$ cat config.mk
export PLATFORM = sky130hd
export DESIGN_NAME = hci_uart_packet_deframer
export DESIGN_NICKNAME = d
export VERILOG_FILES = /design/src/design/hud_pkg.sv /design/src/design/hud_cfg_regs.sv /design/src/design/hud_parse.sv /design/src/design/hud_out_reg.sv /design/src/design/hci_uart_packet_deframer.sv
export SDC_FILE = /design/constraint.sdc
export NUM_CORES = 1
export LEC_CHECK = 0
export ABC_AREA = 1
export BUFFER_PORTS_ARGS = -buffer_cell sky130_fd_sc_hd__buf_2
export CAP_MARGIN = 15
export CORE_MARGIN = 1
export CORE_UTILIZATION = 40
export CTS_CLUSTER_SIZE = 24
export DETAILED_ROUTE_END_ITERATION = 10
export GPL_TIMING_DRIVEN = 0
export SLEW_MARGIN = 25
export SYNTH_ARGS = -nofsm -noshare
export SYNTH_HDL_FRONTEND = slang
export SYNTH_SLANG_ARGS = --single-unit
export TNS_END_PERCENT = 10
$ cat constraint.sdc
create_clock -name i_clk -period 4.7 [get_ports i_clk]
set_input_delay 1.175 -clock i_clk [delete_from_list [all_inputs] [get_ports i_clk]]
set_output_delay 1.175 -clock i_clk [all_outputs]
set_load 0.01 [all_outputs]
$ cat src/design/hud_pkg.sv
// ----------------------------------------------------------------------------
// hud_pkg
// Shared types and constants for the HCI UART packet deframer.
// ----------------------------------------------------------------------------
package hud_pkg;

    // Packet kind codes as seen on the result port
    localparam logic [2:0] KIND_COMMAND = 3'd0;
    localparam logic [2:0] KIND_ACL     = 3'd1;
    localparam logic [2:0] KIND_SYNC    = 3'd2;
    localparam logic [2:0] KIND_EVENT   = 3'd3;
    localparam logic [2:0] KIND_ISO     = 3'd4;
    localparam logic [2:0] KIND_DROPPED = 3'd5;

    // Configuration register indexes
    localparam logic [2:0] CFG_COMMAND = 3'd0;
    localparam logic [2:0] CFG_ACL     = 3'd1;
    localparam logic [2:0] CFG_SYNC    = 3'd2;
    localparam logic [2:0] CFG_EVENT   = 3'd3;
    localparam logic [2:0] CFG_ISO     = 3'd4;

    // Reset values of the type indicator codes
    localparam logic [7:0] RST_COMMAND = 8'h01;
    localparam logic [7:0] RST_ACL     = 8'h02;
    localparam logic [7:0] RST_SYNC    = 8'h03;
    localparam logic [7:0] RST_EVENT   = 8'h04;
    localparam logic [7:0] RST_ISO     = 8'h05;

    // ISO length field is 14 bits wide
    localparam logic [15:0] ISO_LEN_MASK = 16'h3fff;

    // Deframer phase, one-hot
    typedef enum logic [2:0] {
        PH_IDLE    = 3'b001,
        PH_HEADER  = 3'b010,
        PH_PAYLOAD = 3'b100
    } t_phase;

    // Type indicator codes from the configuration registers
    typedef struct packed {
        logic [7:0] code_command;
        logic [7:0] code_acl;
        logic [7:0] code_sync;
        logic [7:0] code_event;
        logic [7:0] code_iso;
    } t_codes;

    // One result transaction
    typedef struct packed {
        logic [2:0] packet_kind;
        logic [7:0] out_byte;
        logic       first_of_packet;
        logic       last_of_packet;
    } t_result;

endpackage

$ cat src/design/hud_cfg_regs.sv
// ----------------------------------------------------------------------------
// hud_cfg_regs
// Type indicator code registers, written through a valid/ready channel.
// ----------------------------------------------------------------------------
module hud_cfg_regs (
    input  logic           i_clk,
    input  logic           i_rst_n,
    input  logic           i_cfg_valid,
    output logic           o_cfg_ready,
    input  logic [2:0]     i_cfg_index,
    input  logic [7:0]     i_cfg_data,
    output hud_pkg::t_codes o_codes
);
    import hud_pkg::*;

    t_codes r_codes;

    // Always able to take a write
    assign o_cfg_ready = 1'b1;

    // Register file; indexes above the list are ignored
    always_ff @(posedge i_clk) begin
        if (!i_rst_n) begin
            r_codes.code_command <= RST_COMMAND;
            r_codes.code_acl     <= RST_ACL;
            r_codes.code_sync    <= RST_SYNC;
            r_codes.code_event   <= RST_EVENT;
            r_codes.code_iso     <= RST_ISO;
        end else if (i_cfg_valid) begin
            case (i_cfg_index)
                CFG_COMMAND: r_codes.code_command <= i_cfg_data;
                CFG_ACL:     r_codes.code_acl     <= i_cfg_data;
                CFG_SYNC:    r_codes.code_sync    <= i_cfg_data;
                CFG_EVENT:   r_codes.code_event   <= i_cfg_data;
                CFG_ISO:     r_codes.code_iso     <= i_cfg_data;
                default: ;
            endcase
        end
    end

    assign o_codes = r_codes;

endmodule

$ cat src/design/hud_parse.sv
// ----------------------------------------------------------------------------
// hud_parse
// Framing state and the single-pass decode of one stream byte.
// ----------------------------------------------------------------------------
module hud_parse (
    input  logic             i_clk,
    input  logic             i_rst_n,
    input  logic             i_fire,
    input  logic [7:0]       i_byte,
    input  hud_pkg::t_codes  i_codes,
    output logic             o_has_result,
    output hud_pkg::t_result o_result
);
    import hud_pkg::*;

    t_phase      r_phase,  n_phase;
    logic [2:0]  r_kind,   n_kind;
    logic [1:0]  r_pos,    n_pos;
    logic [7:0]  r_len_lo, n_len_lo;
    logic [15:0] r_rem,    n_rem;

    logic [1:0]  last_pos;
    logic        is_long;
    logic [15:0] len;
    logic [15:0] left;

    // Header shape of the current packet kind
    always_comb begin
        is_long = 1'b0;
        case (r_kind)
            KIND_EVENT:             last_pos = 2'd1;
            KIND_COMMAND, KIND_SYNC: last_pos = 2'd2;
            default: begin
                last_pos = 2'd3;
                is_long  = 1'b1;
            end
        endcase
    end

    // Decode of one byte against the current state
    always_comb begin
        n_phase  = r_phase;
        n_kind   = r_kind;
        n_pos    = r_pos;
        n_len_lo = r_len_lo;
        n_rem    = r_rem;
        len      = 16'd0;
        left     = 16'd0;
        o_has_result = 1'b1;
        o_result.packet_kind     = r_kind;
        o_result.out_byte        = i_byte;
        o_result.first_of_packet = 1'b0;
        o_result.last_of_packet  = 1'b0;

        case (r_phase)
            PH_HEADER: begin
                o_result.first_of_packet = (r_pos == 2'd0);
                if (is_long && r_pos == 2'd2) begin
                    n_len_lo = i_byte;
                end
                if (r_pos == last_pos) begin
                    if (is_long) begin
                        len = {i_byte, r_len_lo};
                        if (r_kind == KIND_ISO) begin
                            len = len & ISO_LEN_MASK;
                        end
                    end else begin
                        len = {8'd0, i_byte};
                    end
                    n_pos = 2'd0;
                    n_rem = len;
                    if (len == 16'd0) begin
                        n_phase = PH_IDLE;
                        o_result.last_of_packet = 1'b1;
                    end else begin
                        n_phase = PH_PAYLOAD;
                    end
                end else begin
                    n_pos = r_pos + 2'd1;
                end
            end
            PH_PAYLOAD: begin
                left  = (r_rem != 16'd0) ? (r_rem - 16'd1) : 16'd0;
                n_rem = left;
                if (left == 16'd0) begin
                    n_phase = PH_IDLE;
                    o_result.last_of_packet = 1'b1;
                end
            end
            default: begin
                // Type indicator search, first match wins
                n_phase = PH_HEADER;
                n_pos    = 2'd0;
                n_len_lo = 8'd0;
                n_rem    = 16'd0;
                o_has_result = 1'b0;
                if (i_byte == i_codes.code_command) begin
                    n_kind = KIND_COMMAND;
                end else if (i_byte == i_codes.code_acl) begin
                    n_kind = KIND_ACL;
                end else if (i_byte == i_codes.code_sync) begin
                    n_kind = KIND_SYNC;
                end else if (i_byte == i_codes.code_event) begin
                    n_kind = KIND_EVENT;
                end else if (i_byte == i_codes.code_iso) begin
                    n_kind = KIND_ISO;
                end else begin
                    // Stray byte: pass it on as dropped, keep searching
                    n_phase  = PH_IDLE;
                    n_pos    = r_pos;
                    n_len_lo = r_len_lo;
                    n_rem    = r_rem;
                    o_has_result = 1'b1;
                    o_result.packet_kind = KIND_DROPPED;
                end
            end
        endcase
    end

    // State registers
    always_ff @(posedge i_clk) begin
        if (!i_rst_n) begin
            r_phase  <= PH_IDLE;
            r_kind   <= KIND_COMMAND;
            r_pos    <= 2'd0;
            r_len_lo <= 8'd0;
            r_rem    <= 16'd0;
        end else if (i_fire) begin
            r_phase  <= n_phase;
            r_kind   <= n_kind;
            r_pos    <= n_pos;
            r_len_lo <= n_len_lo;
            r_rem    <= n_rem;
        end
    end

    // A payload always has bytes left to come
    a_payload_nonzero: assert property (@(posedge i_clk) disable iff (!i_rst_n)
        r_phase == PH_PAYLOAD |-> r_rem != 16'd0)
        else $error("payload phase with zero remaining count");

    // Header position stays inside the header of the current kind
    a_pos_in_header: assert property (@(posedge i_clk) disable iff (!i_rst_n)
        r_phase == PH_HEADER |-> r_pos <= last_pos)
        else $error("header position past end of header");

    // Final payload byte returns the deframer to the indicator search
    a_payload_end: assert property (@(posedge i_clk) disable iff (!i_rst_n)
        i_fire && r_phase == PH_PAYLOAD && r_rem == 16'd1 |=> r_phase == PH_IDLE)
        else $error("payload end did not return to indicator search");

endmodule

$ cat src/design/hud_out_reg.sv
// ----------------------------------------------------------------------------
// hud_out_reg
// Result register on the output channel, decoupling it from the decode.
// ----------------------------------------------------------------------------
module hud_out_reg (
    input  logic             i_clk,
    input  logic             i_rst_n,
    input  logic             i_load,
    input  hud_pkg::t_result i_result,
    output logic             o_free,
    output logic             o_valid,
    input  logic             i_stall,
    output hud_pkg::t_result o_result
);
    import hud_pkg::*;

    logic    r_valid;
    t_result r_result;

    // Room for a new result when empty or draining this cycle
    assign o_free = !r_valid || !i_stall;

    // Valid flag
    always_ff @(posedge i_clk) begin
        if (!i_rst_n) begin
            r_valid <= 1'b0;
        end else if (o_free) begin
            r_valid <= i_load;
        end
    end

    // Payload, no reset needed
    always_ff @(posedge i_clk) begin
        if (o_free && i_load) begin
            r_result <= i_result;
        end
    end

    assign o_valid  = r_valid;
    assign o_result = r_result;

endmodule

$ cat src/design/hci_uart_packet_deframer.sv
// ----------------------------------------------------------------------------
// hci_uart_packet_deframer
// H4-style HCI UART deframer: splits a byte stream into tagged packet bytes.
// ----------------------------------------------------------------------------
// Takes one byte per clock while the output channel does not stall. A byte
// is captured in an input register, decoded in a single pass against the
// framing state, and the resulting transaction lands in an output register,
// from which it is presented on the output. Type indicator bytes that match
// a configured code produce no output transaction; every other byte produces
// exactly one. Output stall back-pressures the input only once both the input
// and output registers hold data. Code registers may be rewritten only while
// no byte is in flight.
module hci_uart_packet_deframer (
    input  logic       i_clk,
    input  logic       i_rst_n,
    // byte input channel
    input  logic       i_valid,
    output logic       o_stall,
    input  logic [7:0] i_stream_byte,
    // result channel
    output logic       o_valid,
    input  logic       i_stall,
    output logic [2:0] o_packet_kind,
    output logic [7:0] o_out_byte,
    output logic       o_first_of_packet,
    output logic       o_last_of_packet,
    // configuration write channel
    input  logic       i_cfg_valid,
    output logic       o_cfg_ready,
    input  logic [2:0] i_cfg_index,
    input  logic [7:0] i_cfg_data
);
    import hud_pkg::*;

    logic       r_in_valid;
    logic [7:0] r_in_byte;
    logic       advance;
    logic       has_result;
    logic       out_free;
    t_codes     codes;
    t_result    dec_result;
    t_result    out_result;

    hud_cfg_regs u_cfg (
        .i_clk       (i_clk),
        .i_rst_n     (i_rst_n),
        .i_cfg_valid (i_cfg_valid),
        .o_cfg_ready (o_cfg_ready),
        .i_cfg_index (i_cfg_index),
        .i_cfg_data  (i_cfg_data),
        .o_codes     (codes)
    );

    // Held byte moves on if it yields nothing or the output has room
    assign advance = r_in_valid && (!has_result || out_free);
    assign o_stall = r_in_valid && !advance;

    // Input register
    always_ff @(posedge i_clk) begin
        if (!i_rst_n) begin
            r_in_valid <= 1'b0;
        end else if (!o_stall) begin
            r_in_valid <= i_valid;
        end
    end

    always_ff @(posedge i_clk) begin
        if (!o_stall && i_valid) begin
            r_in_byte <= i_stream_byte;
        end
    end

    hud_parse u_parse (
        .i_clk        (i_clk),
        .i_rst_n      (i_rst_n),
        .i_fire       (advance),
        .i_byte       (r_in_byte),
        .i_codes      (codes),
        .o_has_result (has_result),
        .o_result     (dec_result)
    );

    hud_out_reg u_out (
        .i_clk    (i_clk),
        .i_rst_n  (i_rst_n),
        .i_load   (advance && has_result),
        .i_result (dec_result),
        .o_free   (out_free),
        .o_valid  (o_valid),
        .i_stall  (i_stall),
        .o_result (out_result)
    );

    assign o_packet_kind     = out_result.packet_kind;
    assign o_out_byte        = out_result.out_byte;
    assign o_first_of_packet = out_result.first_of_packet;
    assign o_last_of_packet  = out_result.last_of_packet;

    // Dropped stray bytes never carry packet boundary marks
    a_dropped_marks: assert property (@(posedge i_clk) disable iff (!i_rst_n)
        o_valid && o_packet_kind == KIND_DROPPED |-> !o_first_of_packet && !o_last_of_packet)
        else $error("dropped byte carries packet marks");

endmodule

# Word-level counts from Yosys, hierarchy flattened
# Index checks and enable logic that the tools add are counted.
# Widths: inputs -> output; s select.
dict set report totals {
  regBits 95
  latchBits 0
  ram_bits 0
  rom_bits 0
  output_inout_bits 16
  word_cells 133
  n_memories 0
}
dict set report classes {
  add_sub_neg 2
  mul 0
  div 0
  magnitude_cmp 0
  eq_ne 19
  shift 0
  muxes 58
  n_bitwise 2
  reduce_logical 35
}
# cell count
set ops {}
lappend ops {{$mux 16} 11}
lappend ops {{$mux 3} 18}
lappend ops {{$mux 8} 6}
lappend ops {{$eq 8x8->1} 5}
lappend ops {{$logic_not 16->1} 2}
lappend ops {{$pmux 16 s2} 1}
lappend ops {{$pmux 8 s2} 1}
lappend ops {{$reduce_bool 16->1} 1}
lappend ops {{$sub 16x1->16 const B} 1}
lappend ops {{$eq 3x2->1 const B} 5}
lappend ops {{$mux 2} 7}
lappend ops {{$reduce_and 3->1} 4}
lappend ops {{$mux 1} 10}
lappend ops {{$reduce_and 2->1} 5}
lappend ops {{$eq 3x3->1 const B} 3}
lappend ops {{$pmux 2 s2} 2}
lappend ops {{$reduce_bool 7->1} 1}
lappend ops {{$logic_and 1x1->1} 6}
lappend ops {{$logic_not 3->1} 2}
lappend ops {{$ne 2x1->1 const B} 3}
lappend ops {{$pmux 3 s2} 1}
lappend ops {{$reduce_bool 6->1} 1}
lappend ops {{$logic_not 1->1} 5}
lappend ops {{$reduce_bool 5->1} 1}
lappend ops {{other kinds (11)} 14}

# Depth between registers and ports, before layout
dict set report depth {
  depth_word 14
  depth_mapped 16
  ltp_nobuf 16
}

# Modules after synthesis
# Synthesis repeated with hierarchy kept, for this count alone.
dict set report hier_totals {
  cells_unflattened 796
  area_unflattened_um2 5506.5
}
# mod n_inst cells_each area_per_inst_um2 seq_area_each_um2
set modules_own_cells {}
lappend modules_own_cells {hud_parse 1 520 3151.8 640.6}
lappend modules_own_cells {hud_cfg_regs 1 236 1599.0 800.8}
lappend modules_own_cells {hud_out_reg 1 19 437.9 410.4}
lappend modules_own_cells {hci_uart_packet_deframer 1 21 317.8 260.2}

# Least setup slack after synthesis
# Ideal clock, no wire load.
dict set report synth_timing {
  path_kind {in2out}
  start {input i_stall}
  end {output o_stall}
  arrival_time_ps 1648
  t_required_ps 3525
  setup_slack_ps 1877
  stages 4
  n_path_buf 0
  cell_sequence {nand2_1 -> inv_1 -> nand2_2 -> nor2_1}
}
dict set report synth_between {
  elab_chain_cells 6
}
# element line
set synth_lines {}
lappend synth_lines {{start: declaration} hci_uart_packet_deframer.sv:22} ;# input logic i_stall,
lappend synth_lines {{$logic_not 1->1} hud_out_reg.sv:21} ;# assign o_free = !r_valid || !i_stall;
lappend synth_lines {{$logic_or 1x1->1} hud_out_reg.sv:21}
lappend synth_lines {{$logic_or 1x1->1} hci_uart_packet_deframer.sv:55} ;# assign advance = r_in_valid && (!has_result || out_free);
lappend synth_lines {{$logic_and 1x1->1} hci_uart_packet_deframer.sv:55}
lappend synth_lines {{$logic_not 1->1} hci_uart_packet_deframer.sv:56} ;# assign o_stall = r_in_valid && !advance;
lappend synth_lines {{$logic_and 1x1->1} hci_uart_packet_deframer.sv:56}
lappend synth_lines {{end: declaration} hci_uart_packet_deframer.sv:18} ;# output logic o_stall,
# No other way between the ends.

# Worst setup path in the final report
dict set report layout_timing {
  start {register r_in_byte[6]}
  end {output o_stall}
}
dict set report layout_between {
  elab_chain_cells 12
}
# element line
set layout_lines {}
lappend layout_lines {{start: declaration} hci_uart_packet_deframer.sv:36} ;# logic [7:0] r_in_byte;
lappend layout_lines {{start signal: assignment} hci_uart_packet_deframer.sv:69} ;# r_in_byte <= i_stream_byte;
lappend layout_lines {{$eq 8x8->1} hud_parse.sv:105} ;# end else if (i_byte == i_codes.code_iso) begin
lappend layout_lines {{$mux 1} hud_parse.sv:105}
lappend layout_lines {{$mux 1} hud_parse.sv:103} ;# end else if (i_byte == i_codes.code_event) begin
lappend layout_lines {{$mux 1} hud_parse.sv:101} ;# end else if (i_byte == i_codes.code_sync) begin
lappend layout_lines {{$mux 1} hud_parse.sv:99} ;# end else if (i_byte == i_codes.code_acl) begin
lappend layout_lines {{$mux 1 (*)} hud_parse.sv:97} ;# if (i_byte == i_codes.code_command) begin
lappend layout_lines {{$mux 1 (*)} hud_parse.sv:55} ;# case (r_phase)
lappend layout_lines {{$logic_not 1->1 (*)} hci_uart_packet_deframer.sv:55}
lappend layout_lines {{$logic_or 1x1->1 (*)} hci_uart_packet_deframer.sv:55}
lappend layout_lines {{$logic_and 1x1->1 (*)} hci_uart_packet_deframer.sv:55}
lappend layout_lines {{$logic_not 1->1 (*)} hci_uart_packet_deframer.sv:56}
lappend layout_lines {{$logic_and 1x1->1 (*)} hci_uart_packet_deframer.sv:56}
# Mark *: on every way between the ends. The rest lies on a longest branch, timed or not.

==> metrics.md <==
| Metric | Value |
|---|---|
| R2R Setup Slk | 1.91 ns |
| Max Freq | 0.291 GHz |
| Sequential share of power | 0.465 |
| CP Max Fanout | 8 |
| Final Non-Filler Cells | 1000 |
| Critical Path Start Type | flip-flop |
| Post-Synth Simple-Gate Area | 0.328 |
| Nets | 846 |
| Syn avg cell area | 7.02 µm² |
| CTS tree | built |
| Mapped Cells | 770 |
| Synth Area in XOR/XNOR | 0.0259 |
| Comb pwr share | 0.128 |
| Switch share | 0.257 |
| Worst r2r src | r_in_byte[6]$_DFFE_PP_ |
| Root Driver | clkbuf_16 |
| Setup Skew | 0.00802 ns |
| Setup CP Type | flip-flop to output port |
| Main combinational cell family by area after synthesis | simple AND/OR/NAND/NOR gates |
| Core area | 13200 µm² |
| GRT Total Usage | 0.225 |
| Fraction of layout cells with a size suffix above 1 | 0.152 |
| Total CTS buffers | 9 |
| Clock latency at the later pin of the worst-skew pair | 0.35 ns |
| Rel. slew slack | 0.348 |
| Initial antenna violation count | 0 |
| Routability cong. | 0.863 |
| Ys flop type | dfxtp_1 |
| Unique masters post-synth | 44 |
| DR pass1 iterations | 5 |
| Async S/R FF share, synth | 0 |
| Post-CTS Setup Bufs | 0 |
| VDD IR-drop max | 0.183 mV |
| Final wirelength | 14.9 mm |
| Gr ovfl total | 0 |
| Register area | 2110 µm² |
| Outcome | finished clean |
| Clock share of power | 0.407 |
| Via density | 5.04 |
| Share of the synthesized area in the top cell type | 0.274 |
| First-pass GRT wire length | 24.4 mm |
| # IOs | 40 |
| Largest net degree at the start of global routing | 15 |
| Final hold vios | 0 |
| Mux contribution to synthesized area | 0 |
| Worst path cell trace | buf_4 > inv_2 > nand2_1 > nand2_1 > nor2_1 > nand2_1 > nor2_1 > nor2_2 > nand3_4 > nand2_4 > nand2_2 > nor2_1 > buf_2 |
| Largest area contributor in the netlist | dfxtp_1 |
| RSZ-0062 raised after global routing | no |
| Seq/Total Area, Yosys | 0.391 |
| Post-synth EDFFs | 21 |
| Tightest Pin Transition | 0.969 ns |
| P_int | 1.40 mW |
| R2R cell count | 15 |
| Grt met3 use | 0.0555 |
| Htree depth | 3 |
| Top post-synthesis cells by count | nand2_1, nor2_1, inv_1 |
| Multi-input gate area | 2700 µm² |
| # DRC | 0 |
| CP endpoint kind | output port |
| Sink Count | 95 |
| Top area cells in the synthesized netlist | dfxtp_1, nand2_1, edfxtp_1 |
| Hold bufs inserted after CTS | 0 |
| Die Y | 118 µm |
| Final setup TNS | 0 ns |
| Hold Crit Class | flip-flop to flip-flop |
| Worst path slowest cell | edfxtp_1 |
| Clk slew on worst S/H paths | 0.06 ns |
| Fin crit share | 0.731 |
| Final worst slack | 1.27 ns |
| Met1 Track Usage GR | 0.287 |
| Worst endpoint required time | 3.52 ns |
| Via count | 5038 |
| Pleak | 2.68 nW |
| Cell row count | 42 |
| M2 GR Usage | 0.367 |
| WL per Instance | 14.9 µm |
| Gr busiest metal | met2 |
| Die X | 118 µm |
| Worst Setup SP | r_in_byte[6]$_DFFE_PP_ |
| Synth-to-layout area growth | 13.4% |
| Fin area | 6130 µm² |
| Vias in the first global route | 4808 |
| Antenna Nets Post-Route | 0 |
| P per Cell Area | 307 nW/µm² |
| DP Area | 5820 µm² |
| Initial Utilization | 0.410 |
| CTS resizes | 0 |
| Final min period | 3.43 ns |
| Clock Tree Buf Depth | 2 |
| Synth Area in Adders | 0.00694 |
| Compound-Gate Fraction of Synth Area | 0.137 |
| Filler cells | 1359 |
| Yosys reg bits | 95 |
| IO Port Bufs | 38 |
| Placed Cells | 984 |
| Worst path max stage delay | 0.38 ns |
| Antenna Cells | 0 |
| Synth warnings | 0 |
| DP Worst Slack | 1.65 ns |
| Die Area | 14000 µm² |
| Setup-failing EPs final | 0 |
| DR iter-0 viols | 321 |
| Net Switching | 0.484 mW |
| Final Max Tran Viols | 0 |
| MaxCap Viol Count | 0 |
| Critical R2R Capture | u_out.o_result[5]$_DFFE_PP_ |
| Post-synthesis cell area | 5410 µm² |
| CP Capture Point | o_stall |
| Arr. time, crit path | 2.26 ns |
| Most frequent cell after synthesis | nand2_1 |
| HPWL Detailed | 11.0 mm |
| Total power | 1.88 mW |
| Synth Net Count | 797 |
## area by class of cell
cell class / count / share of cell area
multi-input combinational: 547 / 0.440
sequential: 95 / 0.345
inverter: 97 / 0.0619
clock buffer: 14 / 0.0447
tap: 176 / 0.0359
buffer: 31 / 0.0357
timing repair buffer: 38 / 0.0310
clock inverter: 2 / 0.00613
## how the worst min path moves through the flow
stage / slack, ns / cells past startpoint / start / end
6_report: 0.45 / 0 / r_in_byte[6]$_DFFE_PP_ / u_out.o_result[8]$_DFFE_PP_
5_1_grt: 0.46 / 0 / r_in_byte[6]$_DFFE_PP_ / u_out.o_result[8]$_DFFE_PP_
4_1_cts: 0.45 / 0 / r_in_byte[6]$_DFFE_PP_ / u_out.o_result[8]$_DFFE_PP_
3_5_place_dp: 0.44 / 0 / r_in_byte[6]$_DFFE_PP_ / u_out.o_result[8]$_DFFE_PP_
3_3_place_gp: 0.43 / 0 / r_in_byte[6]$_DFFE_PP_ / u_out.o_result[8]$_DFFE_PP_
2_1_floorplan: 0.43 / 0 / r_in_byte[3]$_DFFE_PP_ / u_out.o_result[5]$_DFFE_PP_
## metrics by stage
step | hold WS, ns | util
floorplan | 0.428 | -
global placement | 0.434 | 0.441
detailed placement | 0.438 | 0.441
CTS | 0.450 | 0.465
global route | 0.460 | 0.465
finish | 0.449 | 0.465
## routing by layer
metal / part of all wire / vias to the layer above
met2: 0.47 / 136
met5: 0 / -
met4: 0.022 / 0
met1: 0.45 / 2324
li1: - / 2551
met3: 0.056 / 27
## cells by family (layout without fill, tap and decap cells)
kind of cell,Yosys count,after routing
and+or+nand+nor,396,396
AOI/OAI and AO/OA,131,131
buffers and inverters,128,182
DFF,95,95
xor gates and xnor gates,16,16
adders and majority gates,3,3
other,1,1
## flip-flops by register name (all words and copies together) (netlist names)
| signal | flops |
|---|---|
| u_out.o_result | 13 |
| u_parse.r_pos | 2 |
| r_in_byte | 8 |
| r_in_valid | 1 |
| u_out.o_valid | 1 |
| u_parse.r_kind | 3 |
| u_parse.r_rem | 16 |
| u_parse.r_phase | 3 |
| u_parse.r_len_lo | 8 |
| u_cfg.o_codes | 40 |
## power by group through the flow
| stage | Clock [mW] | Sequential, mW | Combinational (mW) |
|---|---|---|---|
| after global placement | 0 | 0.892 | 0.236 |
| after floorplan | 0 | 0.894 | 0.164 |
| after CTS | 0.783 | 0.876 | 0.242 |
| after global routing | 0.820 | 0.878 | 0.270 |
| final | 0.766 | 0.876 | 0.242 |
| after detailed placement | 0 | 0.894 | 0.241 |
## critical path: cells and delay by family, from the launching register on
kind                   cells  cell delay, ns
buffers and inverters      3            0.49
DFF                        1            0.38
and+or+nand+nor           10            1.03
## placed cells by master (no fill, tap or decap), types with 10 or more instances in the layout
master / n
nand2_1: 197
nor2_1: 109
inv_1: 86
dfxtp_1: 74
o21ai_0: 57
a21oi_1: 42
buf_2: 38
nand3_1: 37
edfxtp_1: 21
clkbuf_1: 17
xor2_1: 16
nand3_2: 11
a21oi_2: 10
Note: power is estimated with default switching activity, not from simulation.
